$ cat src/rtl/lmb_pkg.sv
package lmb_pkg;

  // Register indexes on the write port.
  localparam logic [2:0] REG_METER_MODE     = 3'd0;
  localparam logic [2:0] REG_FLOOR_LEVEL    = 3'd1;
  localparam logic [2:0] REG_RELEASE_STEP   = 3'd2;
  localparam logic [2:0] REG_PEAK_HOLD      = 3'd3;
  localparam logic [2:0] REG_PEAK_DECAY     = 3'd4;
  localparam logic [2:0] REG_AVERAGE_COEF   = 3'd5;
  localparam logic [2:0] REG_CLIP_HOLD      = 3'd6;

  localparam int unsigned REG_INDEX_BITS = 3;
  localparam int unsigned REG_DATA_BITS  = 16;

  localparam logic [1:0] MODE_PEAK = 2'd0;

  // 20*log10(2) in Q.16, and the reciprocal of the fraction of full scale at or below which a level reads as the floor.
  localparam int unsigned DB_PER_OCTAVE_Q16 = 394566;
  localparam int unsigned Micro_Recip       = 1000000;

  localparam int unsigned QUEUE_DEPTH = 2;

  typedef struct packed {
    logic [1:0]         meter_mode;
    logic signed [15:0] floor_level;
    logic [14:0]        release_step;
    logic [15:0]        peak_hold_ticks;
    logic [14:0]        peak_decay_step;
    logic [15:0]        average_coefficient;
    logic [15:0]        clip_hold_ticks;
  } cfg_t;

  localparam cfg_t CFG_RESET = '{
    meter_mode:          2'd1,
    floor_level:         -16'sd15360,
    release_step:        15'd256,
    peak_hold_ticks:     16'd30,
    peak_decay_step:     15'd128,
    average_coefficient: 16'd58982,
    clip_hold_ticks:     16'd60
  };

  // A converted request on its way from the front to the back.
  typedef struct packed {
    logic               clear;
    logic               over;
    logic signed [15:0] db;
  } item_t;

  typedef struct packed {
    logic signed [15:0] bar_level;
    logic signed [15:0] peak_level;
    logic               clip_on;
    logic               changed;
  } result_t;

  // log2 of a Q2.30 mantissa in [1,2) to 16 fraction bits, by repeated squaring.
  // Only ever evaluated on constants to build the lookup table.
  function automatic logic [15:0] log2_frac(input logic [63:0] x0);
    logic [63:0] x;
    logic [15:0] r;
    x = x0;
    r = '0;
    for (int k = 0; k < 16; k++) begin
      x = (x * x) >> 30;
      r = {r[14:0], 1'b0};
      if (x >= 64'h8000_0000) begin
        r[0] = 1'b1;
        x = x >> 1;
      end
    end
    return r;
  endfunction

endpackage

$ cat src/rtl/lmb_queue.sv
module lmb_queue #(
  parameter int unsigned WIDTH = 18,
  parameter int unsigned DEPTH = 2
) (
  input  logic             clk,
  input  logic             rst,
  input  logic             push,
  input  logic [WIDTH-1:0] din,
  output logic             full,
  input  logic             pop,
  output logic [WIDTH-1:0] dout,
  output logic             empty
);

  localparam int unsigned PW = (DEPTH > 1) ? $clog2(DEPTH) : 1;
  localparam int unsigned CW = $clog2(DEPTH + 1);

  logic [WIDTH-1:0] mem [DEPTH];
  logic [PW-1:0]    wr_ptr;
  logic [PW-1:0]    rd_ptr;
  logic [CW-1:0]    count;
  logic             do_push;
  logic             do_pop;

  assign full    = (count == CW'(DEPTH));
  assign empty   = (count == '0);
  assign do_push = push && !full;
  assign do_pop  = pop && !empty;
  assign dout    = mem[rd_ptr];

  always_ff @(posedge clk) begin
    if (do_push) begin
      mem[wr_ptr] <= din;
    end
  end

  always_ff @(posedge clk) begin
    if (rst) begin
      wr_ptr <= '0;
      rd_ptr <= '0;
      count  <= '0;
    end else begin
      if (do_push) begin
        wr_ptr <= (wr_ptr == PW'(DEPTH - 1)) ? '0 : wr_ptr + 1'b1;
      end
      if (do_pop) begin
        rd_ptr <= (rd_ptr == PW'(DEPTH - 1)) ? '0 : rd_ptr + 1'b1;
      end
      if (do_push && !do_pop) begin
        count <= count + 1'b1;
      end else if (do_pop && !do_push) begin
        count <= count - 1'b1;
      end
    end
  end

endmodule

$ cat src/rtl/lmb_front.sv
module lmb_front #(
  parameter int unsigned LEVEL_BITS      = 24,
  parameter int unsigned LOG_TABLE_DEPTH = 64
) (
  input  logic                  clk,
  input  logic                  rst,
  input  logic                  push,
  output logic                  full,
  input  logic                  op,
  input  logic [LEVEL_BITS-1:0] level,
  input  logic signed [15:0]    floor_level,
  output logic                  item_push,
  output lmb_pkg::item_t        item,
  input  logic                  item_full
);

  import lmb_pkg::*;

  localparam int unsigned LB   = LEVEL_BITS;
  localparam int unsigned FRAC = LEVEL_BITS - 2;
  localparam int unsigned PW   = $clog2(LEVEL_BITS);
  localparam int unsigned IW   = $clog2(LOG_TABLE_DEPTH);
  localparam int unsigned SW   = LEVEL_BITS + IW + 1;
  localparam int unsigned L2W  = PW + 17;
  localparam int unsigned EW   = L2W - 16;
  localparam int unsigned MW   = L2W + 21;

  localparam logic [63:0] LOW_LIMIT = (64'd1 << FRAC) / 64'(Micro_Recip);
  localparam logic signed [20:0] OCT_GAIN = 21'(DB_PER_OCTAVE_Q16);
  localparam logic signed [MW-1:0] HALF   = MW'(1) << 23;
  localparam logic signed [MW-1:0] SAT_HI = MW'(32767);
  localparam logic signed [MW-1:0] SAT_LO = -MW'(32768);

  logic [15:0] log_tab [LOG_TABLE_DEPTH];

  for (genvar g = 0; g < LOG_TABLE_DEPTH; g++) begin : g_tab
    localparam logic [63:0] X0 = (64'd1 << 30) + ((64'(g) << 30) / 64'(LOG_TABLE_DEPTH));
    assign log_tab[g] = log2_frac(X0);
  end

  logic [4:0] valid;
  logic       adv;
  logic       accept;

  logic          s1_op;
  logic [LB-1:0] s1_level;

  logic          s2_op, s2_low, s2_over;
  logic [PW-1:0] s2_lead;
  logic [LB-1:0] s2_frac;

  logic          s3_op, s3_low, s3_over;
  logic [PW-1:0] s3_lead;
  logic [IW-1:0] s3_idx;

  logic                  s4_op, s4_low, s4_over;
  logic signed [L2W-1:0] s4_l2;

  logic                 s5_op, s5_low, s5_over;
  logic signed [MW-1:0] s5_prod;

  logic [PW-1:0]         lead;
  logic [SW-1:0]         scaled;
  logic [SW-1:0]         shifted;
  logic [IW-1:0]         idx_next;
  logic signed [EW-1:0]  expo;
  logic signed [L2W-1:0] l2_next;
  logic signed [MW-1:0]  rounded;
  logic signed [MW-1:0]  db_wide;
  logic signed [15:0]    db_sat;
  logic signed [15:0]    db;

  // The whole pipeline moves together; it only stops when the last stage holds a
  // request the queue cannot take.
  assign adv    = !(valid[4] && item_full);
  assign full   = !adv;
  assign accept = push && adv;

  always_comb begin
    lead = '0;
    for (int b = 0; b < LB; b++) begin
      if (s1_level[b]) begin
        lead = PW'(b);
      end
    end
  end

  assign scaled   = SW'(s2_frac) * SW'(LOG_TABLE_DEPTH);
  assign shifted  = scaled >> s2_lead;
  assign idx_next = (shifted >= SW'(LOG_TABLE_DEPTH)) ? IW'(LOG_TABLE_DEPTH - 1)
                                                      : shifted[IW-1:0];

  assign expo    = EW'(s3_lead) - EW'(FRAC);
  assign l2_next = {expo, log_tab[s3_idx]};

  assign rounded = s5_prod + HALF;
  assign db_wide = rounded >>> 24;

  always_comb begin
    if (db_wide > SAT_HI) begin
      db_sat = 16'sd32767;
    end else if (db_wide < SAT_LO) begin
      db_sat = -16'sd32768;
    end else begin
      db_sat = db_wide[15:0];
    end
    if (s5_low || (db_sat < floor_level)) begin
      db = floor_level;
    end else begin
      db = db_sat;
    end
  end

  assign item_push  = valid[4] && !item_full;
  assign item.clear = s5_op;
  assign item.over  = s5_over;
  assign item.db    = db;

  always_ff @(posedge clk) begin
    if (rst) begin
      valid <= '0;
    end else if (adv) begin
      valid <= {valid[3:0], accept};
    end
  end

  always_ff @(posedge clk) begin
    if (adv) begin
      s1_op    <= op;
      s1_level <= level;

      s2_op    <= s1_op;
      s2_low   <= (64'(s1_level) <= LOW_LIMIT);
      s2_over  <= (s1_level[LB-1:FRAC] != '0);
      s2_lead  <= lead;
      s2_frac  <= s1_level & ~(LB'(1) << lead);

      s3_op    <= s2_op;
      s3_low   <= s2_low;
      s3_over  <= s2_over;
      s3_lead  <= s2_lead;
      s3_idx   <= idx_next;

      s4_op    <= s3_op;
      s4_low   <= s3_low;
      s4_over  <= s3_over;
      s4_l2    <= l2_next;

      s5_op    <= s4_op;
      s5_low   <= s4_low;
      s5_over  <= s4_over;
      s5_prod  <= s4_l2 * OCT_GAIN;
    end
  end

endmodule

$ cat src/rtl/lmb_back.sv
module lmb_back (
  input  logic             clk,
  input  logic             rst,
  input  lmb_pkg::cfg_t    cfg,
  input  lmb_pkg::item_t   item,
  input  logic             item_empty,
  output logic             item_pop,
  output logic             res_push,
  output lmb_pkg::result_t res,
  input  logic             res_full
);

  import lmb_pkg::*;

  logic               busy;
  item_t              work;
  logic signed [32:0] prod_a;
  logic signed [33:0] prod_b;

  logic signed [15:0] bar_store, bar_next;
  logic signed [15:0] peak_store, peak_next;
  logic [15:0]        hold_counter, hold_counter_next;
  logic [15:0]        clip_counter, clip_counter_next;
  logic               clip_flag, clip_flag_next;

  logic [16:0]        weight_b;
  logic signed [34:0] acc;
  logic signed [18:0] avg;
  logic signed [15:0] avg_sat;
  logic signed [16:0] bar_fall;
  logic signed [16:0] peak_fall;
  logic signed [16:0] floor_wide;

  // A request is taken only when the result queue has room; nothing else fills it.
  assign item_pop = !busy && !item_empty && !res_full;
  assign weight_b = 17'h10000 - 17'(cfg.average_coefficient);

  assign acc = 35'(prod_a) + 35'(prod_b) + 35'(32'sd32768);
  assign avg = acc[34:16];

  assign floor_wide = 17'(cfg.floor_level);
  assign bar_fall   = 17'(bar_store) - 17'(cfg.release_step);
  assign peak_fall  = 17'(peak_store) - 17'(cfg.peak_decay_step);

  always_comb begin
    if (avg > 19'sd32767) begin
      avg_sat = 16'sd32767;
    end else if (avg < -19'sd32768) begin
      avg_sat = -16'sd32768;
    end else begin
      avg_sat = avg[15:0];
    end
  end

  always_comb begin
    bar_next          = bar_store;
    peak_next         = peak_store;
    hold_counter_next = hold_counter;
    clip_counter_next = clip_counter;
    clip_flag_next    = clip_flag;

    if (work.clear) begin
      clip_flag_next    = 1'b0;
      clip_counter_next = '0;
    end else begin
      if (cfg.meter_mode == MODE_PEAK) begin
        if (work.db >= bar_store) begin
          bar_next = work.db;
        end else begin
          bar_next = (bar_fall > floor_wide) ? bar_fall[15:0] : cfg.floor_level;
        end
        if (work.db >= peak_store) begin
          peak_next         = work.db;
          hold_counter_next = cfg.peak_hold_ticks;
        end else if (hold_counter != '0) begin
          hold_counter_next = hold_counter - 1'b1;
        end else begin
          peak_next = (peak_fall > floor_wide) ? peak_fall[15:0] : cfg.floor_level;
        end
      end else begin
        bar_next  = (avg_sat > cfg.floor_level) ? avg_sat : cfg.floor_level;
        peak_next = cfg.floor_level;
      end

      if (work.over) begin
        clip_flag_next    = 1'b1;
        clip_counter_next = cfg.clip_hold_ticks;
      end else if (clip_counter != '0) begin
        clip_counter_next = clip_counter - 1'b1;
        if (clip_counter == 16'd1) begin
          clip_flag_next = 1'b0;
        end
      end
    end
  end

  assign res_push       = busy;
  assign res.bar_level  = bar_next;
  assign res.peak_level = peak_next;
  assign res.clip_on    = clip_flag_next;
  assign res.changed    = (bar_next != bar_store) || (peak_next != peak_store) ||
                          (clip_flag_next != clip_flag);

  always_ff @(posedge clk) begin
    if (item_pop) begin
      work   <= item;
      prod_a <= signed'({1'b0, cfg.average_coefficient}) * bar_store;
      prod_b <= signed'({1'b0, weight_b}) * item.db;
    end
  end

  always_ff @(posedge clk) begin
    if (rst) begin
      busy         <= 1'b0;
      bar_store    <= CFG_RESET.floor_level;
      peak_store   <= CFG_RESET.floor_level;
      hold_counter <= '0;
      clip_counter <= '0;
      clip_flag    <= 1'b0;
    end else if (busy) begin
      busy         <= 1'b0;
      bar_store    <= bar_next;
      peak_store   <= peak_next;
      hold_counter <= hold_counter_next;
      clip_counter <= clip_counter_next;
      clip_flag    <= clip_flag_next;
    end else if (item_pop) begin
      busy <= 1'b1;
    end
  end

endmodule

$ cat src/rtl/level_meter_ballistics.sv
// Level meter with peak-hold and averaging ballistics. Requests go in through a
// queue-style push/full port and results come out through an empty/pop port, one
// result per request in request order. A five-stage conversion pipeline turns the
// linear level into dB and can take a request every cycle unless its last stage is
// stalled; the ballistics unit behind it handles each request by a multiply and
// then an update of the bar, peak and clip state, and takes no new request until
// that update is done. Two-entry queues sit between the conversion and the
// ballistics and in front of the result port. Register writes take effect at once
// and are meant for times when no request is in flight.
module level_meter_ballistics #(
  parameter int unsigned LEVEL_BITS      = 24,
  parameter int unsigned LOG_TABLE_DEPTH = 64
) (
  input  logic                                clk,
  input  logic                                rst,
  input  logic                                push,
  output logic                                full,
  input  logic                                op,
  input  logic [LEVEL_BITS-1:0]               level,
  output logic                                empty,
  input  logic                                pop,
  output logic signed [15:0]                  bar_level,
  output logic signed [15:0]                  peak_level,
  output logic                                clip_on,
  output logic                                changed,
  input  logic                                wr_en,
  input  logic [lmb_pkg::REG_INDEX_BITS-1:0]  wr_index,
  input  logic [lmb_pkg::REG_DATA_BITS-1:0]   wr_data
);

  import lmb_pkg::*;

  cfg_t    cfg;
  item_t   item_in;
  item_t   item_out;
  logic    item_push, item_full, item_pop, item_empty;
  result_t res_in;
  result_t res_out;
  logic    res_push, res_full;

  always_ff @(posedge clk) begin
    if (rst) begin
      cfg <= CFG_RESET;
    end else if (wr_en) begin
      case (wr_index)
        REG_METER_MODE:   cfg.meter_mode          <= wr_data[1:0];
        REG_FLOOR_LEVEL:  cfg.floor_level         <= signed'(wr_data);
        REG_RELEASE_STEP: cfg.release_step        <= wr_data[14:0];
        REG_PEAK_HOLD:    cfg.peak_hold_ticks     <= wr_data;
        REG_PEAK_DECAY:   cfg.peak_decay_step     <= wr_data[14:0];
        REG_AVERAGE_COEF: cfg.average_coefficient <= wr_data;
        REG_CLIP_HOLD:    cfg.clip_hold_ticks     <= wr_data;
        default: begin
        end
      endcase
    end
  end

  lmb_front #(
    .LEVEL_BITS      (LEVEL_BITS),
    .LOG_TABLE_DEPTH (LOG_TABLE_DEPTH)
  ) u_front (
    .clk         (clk),
    .rst         (rst),
    .push        (push),
    .full        (full),
    .op          (op),
    .level       (level),
    .floor_level (cfg.floor_level),
    .item_push   (item_push),
    .item        (item_in),
    .item_full   (item_full)
  );

  lmb_queue #(
    .WIDTH ($bits(item_t)),
    .DEPTH (QUEUE_DEPTH)
  ) u_item_queue (
    .clk   (clk),
    .rst   (rst),
    .push  (item_push),
    .din   (item_in),
    .full  (item_full),
    .pop   (item_pop),
    .dout  (item_out),
    .empty (item_empty)
  );

  lmb_back u_back (
    .clk        (clk),
    .rst        (rst),
    .cfg        (cfg),
    .item       (item_out),
    .item_empty (item_empty),
    .item_pop   (item_pop),
    .res_push   (res_push),
    .res        (res_in),
    .res_full   (res_full)
  );

  lmb_queue #(
    .WIDTH ($bits(result_t)),
    .DEPTH (QUEUE_DEPTH)
  ) u_result_queue (
    .clk   (clk),
    .rst   (rst),
    .push  (res_push),
    .din   (res_in),
    .full  (res_full),
    .pop   (pop),
    .dout  (res_out),
    .empty (empty)
  );

  assign bar_level  = res_out.bar_level;
  assign peak_level = res_out.peak_level;
  assign clip_on    = res_out.clip_on;
  assign changed    = res_out.changed;

endmodule

$ cat config.mk
export PLATFORM = sky130hd
export DESIGN_NAME = level_meter_ballistics
export DESIGN_NICKNAME = d
export VERILOG_FILES = /design/src/rtl/lmb_pkg.sv /design/src/rtl/lmb_queue.sv /design/src/rtl/lmb_front.sv /design/src/rtl/lmb_back.sv /design/src/rtl/level_meter_ballistics.sv
export SDC_FILE = /design/constraint.sdc
export NUM_CORES = 2
export LEC_CHECK = 0
export ABC_AREA = 1
export BUFFER_PORTS_ARGS = -buffer_cell sky130_fd_sc_hd__buf_4
export CAP_MARGIN = 10
export CORE_MARGIN = 1.5
export CORE_UTILIZATION = 25
export DETAILED_ROUTE_END_ITERATION = 6
export SYNTH_ARGS = -nofsm -noshare
export SYNTH_HDL_FRONTEND = slang
export SYNTH_SLANG_ARGS = --single-unit
$ cat constraint.sdc
create_clock -name clk -period 20.7 [get_ports clk]
set_input_delay 2.07 -clock clk [delete_from_list [all_inputs] [get_ports clk]]
set_output_delay 2.07 -clock clk [all_outputs]
set_load 0.03 [all_outputs]
# [Yosys cells after proc, flatten, opt, wreduce, memory -nomap -nowiden]
# Memories as Yosys holds them, arrays and structs flattened. A register that Yosys moved wholly into a read port is not among the register bits.
# Index checks and enable logic that the tools add are counted.
# W data, S select, Z words.
[word_totals] out_inout_bits=36 reg_bits=401 mem_bits_ro=1024 elab_cells=213 mem_bits_rw=104 memories=3 inputBits=49
[mem_list] memory="(name not given)" depth=64 width=16 read_ports=1 rd_ports_with_merged_regs=1 wr=0 line_no="lmb_front.sv:94" text="assign l2_next = {expo, log_tab[s3_idx]};"
[mem_list] memory="u_result_queue.mem" depth=2 width=34 read_ports=1 rd_ports_with_merged_regs=1 wr=1 line_no="lmb_queue.sv:18" text="logic [WIDTH-1:0] mem [DEPTH];"
[mem_list] memory="u_item_queue.mem" depth=2 width=18 read_ports=1 rd_ports_with_merged_regs=1 wr=1 line_no="lmb_queue.sv:18"
[classes] n_lt_le_gt_ge=13 n_mul=3 n_eq_ne=12 bitwise_logic=4 shift=2 muxes=66 n_reduce_logical=48 n_addsub=17
[op_table] operator="$mux W16" n=22
[op_table] operator="$mux W5" n=22
[op_table] operator="$add A43 B25 Y43 const B" n=1
[op_table] operator="$mul A22 B19 Y41 const B" n=1
[op_table] operator="$gt A19 B16 Y1 const B" n=2
[op_table] operator="$lt A19 B16 Y1 const B" n=2
[op_table] operator="$add A33 B34 Y35" n=1
[op_table] operator="$add A35 B17 Y35 const B" n=1
[op_table] operator="$gt A17 B16 Y1" n=2
[op_table] operator="$mul A18 B16 Y34" n=1
[op_table] operator="$sub A16 B16 Y17" n=2
[op_table] operator="$mul A17 B16 Y33" n=1
[op_table] operator="$ge A16 B16 Y1" n=2
[op_table] operator="$ne A16 B16 Y1" n=2
[op_table] operator="$reduce_bool A16 Y1" n=2
[op_table] operator="$sub A16 B1 Y16 const B" n=2
[op_table] operator="$ge A31 B7 Y1 const B" n=1
[op_table] operator="$shr A30 B5 Y31" n=1
[op_table] operator="$and A24 B24 Y24" n=1
[op_table] operator="$le A24 B3 Y1 const B" n=1
[op_table] operator="$not A24 Y24" n=1
[op_table] operator="$shl A1 B5 Y24 const A" n=1
[op_table] operator="$mux W1" n=18
[op_table] operator="$sub A17 B16 Y17 const A" n=1
[op_table] operator="other kinds (26)" n=74

# [Longest topological paths before layout]
[depth] word_depth=26 depth_mapped=41

# [By module]
# Synthesis repeated with hierarchy kept, for this count alone.
[unflattened] hier_cells=6943 hier_area_um2=54981.5
[by_module_without_submodules] mod="lmb_back" cells_each=4454 instances=1 area_each_um2=32494.9 seq_area_each_um2=3873.7
[by_module_without_submodules] mod="lmb_front" cells_each=1721 instances=1 area_each_um2=14252.4 seq_area_each_um2=3643.5
[by_module_without_submodules] mod="level_meter_ballistics" cells_each=532 instances=1 area_each_um2=3767.4 seq_area_each_um2=1921.8
[by_module_without_submodules] mod="lmb_queue at u_result_queue" cells_each=143 instances=1 area_each_um2=2861.5 seq_area_each_um2=2142.1
[by_module_without_submodules] mod="lmb_queue at u_item_queue" cells_each=93 instances=1 area_each_um2=1605.3 seq_area_each_um2=1181.1

# [Worst setup path after synthesis]
# OpenSTA, ideal clock, no wires.
[synth_timing] path_type="flip-flop to flip-flop" startpoint="reg u_back.busy (netlist: u_back.res_push)" endpoint="reg u_item_queue.count[1]" setup_slack_ps=12820 path_stages_with_launch=9 arrival_time_ps=7758 synth_period_minus_slack_ps=7880 cell_sequence="dfxtp_1 -> clkbuf_1 -> nor3_1 -> inv_1 -> ha_1 -> a21oi_1 -> o21ai_0 -> o21ai_0 -> a21oi_1"
[synth_between] elab_chain_len=7 elab_cells_between_ends=9
[synth_lines] element="from (decl)" line_no="lmb_back.sv:15" text="logic busy;"
[synth_lines] element="from (signal assigned)" line_no="lmb_back.sv:114" text="busy <= 1'b0;"
[synth_lines] element="from (signal assigned)" line_no="lmb_back.sv:121" text="busy <= 1'b0;"
[synth_lines] element="from (signal assigned)" line_no="lmb_back.sv:128" text="busy <= 1'b1;"
[synth_lines] element="$logic_not A1 Y1 *" line_no="lmb_back.sv:35" text="assign item_pop = !busy && !item_empty && !res_full;"
[synth_lines] element="$logic_and A1 B1 Y1 * (2 in series)" line_no="lmb_back.sv:35"
[synth_lines] element="net item_pop" line_no="level_meter_ballistics.sv:36" text="logic item_push, item_full, item_pop, item_empty;"
[synth_lines] element="$logic_and A1 B1 Y1 *" line_no="lmb_queue.sv:28" text="assign do_pop = pop && !empty;"
[synth_lines] element="$logic_not A1 Y1" line_no="lmb_queue.sv:49" text="if (do_push && !do_pop) begin"
[synth_lines] element="$logic_and A1 B1 Y1" line_no="lmb_queue.sv:49"
[synth_lines] element="$mux W2 / $reduce_bool A2 Y1 (equally long branches)"
[synth_lines] element="to (signal assigned)" line_no="lmb_queue.sv:50" text="count <= count + 1'b1;"
[synth_lines] element="to (signal assigned)" line_no="lmb_queue.sv:52" text="count <= count - 1'b1;"
[synth_lines] element="to (decl)" line_no="lmb_queue.sv:21" text="logic [CW-1:0] count;"
# Mark *: on every way through the listed nets, which the timed path passes. The rest lies on a longest branch.
# A chain may end at the register's enable or synchronous reset.

# [Final worst setup path]
[layout_timing] startpoint="reg, netlist name cfg[18]" endpoint="reg u_back.prod_b[30], data pin"
[layout_between] elab_chain_len=2
[layout_lines] element="$sub A17 B16 Y17" line_no="lmb_back.sv:36" text="assign weight_b = 17'h10000 - 17'(cfg.average_coefficient);"
[layout_lines] element="$mul A18 B16 Y34" line_no="lmb_back.sv:108" text="prod_b <= signed'({1'b0, weight_b}) * item.db;"
[layout_lines] element="to (signal assigned)" line_no="lmb_back.sv:108"
[layout_lines] element="to (decl)" line_no="lmb_back.sv:18" text="logic signed [33:0] prod_b;"
# No other way between the ends.

==> flow_summary.yaml <==
yosys:
  synth_area_per_cell_sq_um: 8.01
  synth_seq_cells: 484
  synth_flop_cell: "edfxtp_1"
  netlist_instances: 6674
  synth_edf_count: 307
  async_flop_share_pct: 0
  ys_types: 66
  synth_nets: 7865
  synth_warnings: 0
  netlist_area_sq_um: 53500
  yosysSeqAreaShare_pct: 23.9
route:
  drt-total-wl_microns: 160000
  detail_route.wl_per_cell_microns: 16.8
  drcViolationCount: 30
  ant_nets: 0
  drtPass1Iterations: 7
  viasPerCell: 4.67
  vias: 44500
  dr.first_iter.drc_count: 3706
timing:
  drv_slew: 0
  max_freq_mhz: 119
  final.period_utilization_pct: 40.6
  setup_viol: 0
  slew_headroom_pct: 24.7
  rsz0062_at_grt: "no"
  min_period_ns: 8.41
  skew_ns: 0.107
  worst_pin_slew_ns: 1.13
  finalSetupTns_ns: 0
  finalHoldViolCount: 0
floorplanning:
  fp.dieW_microns: 466
  initial_utilization_pct: 25.2
  fp.coreArea_sq_um: 212000
  pin_count: 85
  rows: 169
  dieArea_sq_um: 217000
  die_h_microns: 466
layout:
  layout_commonest_cell: "nand2_1"
  area_growth_pct: 10.7
  drive_gt1_share_pct: 5.08
  final_cell_mix: "1408 x nand2_1, 1305 x inv_1, 644 x ha_1"
  fin_nets: 7847
  finalCoreUtilization_pct: 27.9
  nFillCells: 22900
worst_setup_path:
  critPathLaunch: "cfg[18]$_SDFFE_PP1P_"
  path_class: "flop to flop"
  startpoint_type: "flop"
  cp_max_fo: 18
  critical-path-max-stage-delay_ns: 0.56
  r2r-start: "cfg[18]$_SDFFE_PP1P_"
  required_ns: 21.09
  endpoint_kind: "flop"
  worstRegToRegCells: 34
  cp.arrival_ns: 8.81
  endpoint: "u_back.prod_b[30]$_DFFE_PP_"
  reg2reg_to: "u_back.prod_b[30]$_DFFE_PP_"
  crit_slowest_cell: "dfxtp_1"
  r2r_slack_ns: 12.29
global_routing:
  grt_max_degree: 90
  grt_pass1_wl_microns: 251000
  grt-ovfl-total: 0
  grt_pass1_vias: 44000
  grt_antenna_before_repair: 5
  grtUsageTotal_pct: 14.6
placement:
  detailedPlacementHpwl_microns: 127000
  gp_congestion: 0.949
  port-buffer-count: 84
clocking:
  cts_resized: 0
  cts_root_buffer: "clkbuf_16"
  cts_hold_buffers: 0
  clockBufferDepth: 3
  numCtsBuffers: 58
  cts.sinks: 484
  clkTransAtPathRegs_ns: 0.06
  htreeDepth: 2
  tritoncts: "built"
  post_cts_buffers: 0
  insertion_delay_ns: 0.74
worst_hold_path:
  hold_depth: 0
  hold_class: "flop to flop"
flow_run:
  drv_cap: 0
status:
  outcome: "finished with violations"
  violations: "design-rule violations"
how the worst min path moves through the flow:
stage	from	endpoint	slack [ns]
after floorplan	u_front.s1_op$_DFFE_PN_	u_front.s2_op$_DFFE_PN_	0.40
after global placement	u_front.s3_low$_DFFE_PN_	u_front.s4_low$_DFFE_PN_	0.41
after detailed placement	u_front.s4_low$_DFFE_PN_	u_front.s5_low$_DFFE_PN_	0.41
after CTS	u_front.s4_low$_DFFE_PN_	u_front.s5_low$_DFFE_PN_	0.42
after global routing	u_front.s4_low$_DFFE_PN_	u_front.s5_low$_DFFE_PN_	0.42
final	u_front.s4_low$_DFFE_PN_	u_front.s5_low$_DFFE_PN_	0.41
through the flow:
step | worst slack, ns | std cells | hold WS [ns] | instance area (sq um)
floorplan | 12.82 | 6674 | 0.400 | 53500
global route | 11.58 | 9527 | 0.416 | 59200
CTS | 12.37 | 9527 | 0.416 | 59200
global placement | 12.49 | 9417 | 0.405 | 57200
finish | 12.29 | 9528 | 0.412 | 59200
detailed placement | 12.43 | 9417 | 0.411 | 57200
metal layers:
metal  routed length (microns)  track usage (%)  share of wire (%)
met1                     72500             20.3                 45
met2                     70900             23.4                 44
met3                     11400             1.97                7.2
met4                      5180             4.21                3.2
met5                        13                0             0.0081
cells in the mapped netlist, types with 4 or more instances:
| master | number | share of area (%) |
|---|---|---|
| o221ai_1 | 12 | 0.20 |
| nand2_2 | 9 | 0.11 |
| and2_1 | 4 | 0.047 |
| nor2_1 | 449 | 3.2 |
| o21ai_0 | 361 | 3.4 |
| o211ai_1 | 53 | 0.74 |
| a21oi_1 | 409 | 3.8 |
| o21a_1 | 7 | 0.098 |
| o22ai_1 | 11 | 0.13 |
| edfxtp_1 | 307 | 17 |
| o31ai_1 | 11 | 0.15 |
| and3_1 | 4 | 0.047 |
| clkinv_1 | 20 | 0.14 |
| a31oi_1 | 42 | 0.49 |
| a21boi_0 | 6 | 0.084 |
| nor3_1 | 34 | 0.32 |
| nand4_1 | 64 | 0.75 |
| nand2_1 | 1408 | 9.9 |
| o21ai_1 | 23 | 0.22 |
| o21bai_1 | 14 | 0.20 |
| nor4_1 | 12 | 0.14 |
| nand2_4 | 5 | 0.11 |
| buf_1 | 25 | 0.18 |
| ha_1 | 644 | 15 |
| buf_6 | 4 | 0.084 |
| nand3b_1 | 11 | 0.15 |
| nand3_1 | 259 | 2.4 |
| xor2_1 | 97 | 1.6 |
| mux2_2 | 36 | 0.76 |
| or2_2 | 22 | 0.26 |
| inv_1 | 1308 | 9.2 |
| dfxtp_1 | 177 | 6.6 |
| a211oi_1 | 12 | 0.17 |
| clkbuf_1 | 177 | 1.2 |
| a22oi_1 | 6 | 0.084 |
| fa_1 | 498 | 19 |
| a21o_1 | 12 | 0.17 |
| xnor2_1 | 59 | 0.97 |
| buf_2 | 12 | 0.11 |
kinds of logic after synthesis:
logic type	Yosys count	share of synthesized area, %
fa+ha+maj	1142	33.7
other cells	1	0.00701
compound gates	1005	10.4
flops	484	23.9
buf+inv	1551	11.0
simple gates	2298	17.7
mux	37	0.777
xor+xnor	156	2.55
worst max-delay path, delay by kind of cell (launching register included):
kind            cells  cell delay, ns
simple gates       13            1.98
buf+inv             6            0.63
xor+xnor            1            0.16
compound gates      7            1.38
flops               1            0.56
fa+ha+maj           7            3.39
cell type report:
class / instances / area, sq um / area share (%)
Multi-Input combinational cell: 4639 / 34900 / 58.9
Sequential cell: 484 / 12800 / 21.6
Inverter: 1331 / 5000 / 8.45
Tap cell: 2821 / 3530 / 5.96
Clock buffer: 68 / 1530 / 2.58
Timing Repair Buffer: 142 / 1070 / 1.80
Clock inverter: 42 / 438 / 0.740
Antenna cell: 1 / 2.50 / 0.00423
sequential cells by signal, summed over array words and instances, names as in the netlist, 2 cells and up, named ones only:
signal / flops
u_front.valid: 5
u_back.prod_b: 34
u_back.work: 18
u_front.s1_level: 24
u_front.s4_l2: 22
u_item_queue.mem: 36
u_back.prod_a: 33
u_result_queue.mem: 68
u_front.s5_prod: 19
u_back.hold_counter: 16
u_front.s3_lead: 5
u_item_queue.count: 2
u_back.bar_store: 16
u_back.peak_store: 16
cfg: 96
u_front.s2_lead: 5
u_front.s3_idx: 6
u_front.s2_frac: 24
u_result_queue.count: 2
u_back.clip_counter: 16
Power is not shown: default switching activity piles up to over one toggle a cycle in this logic, so the estimate is an artifact.
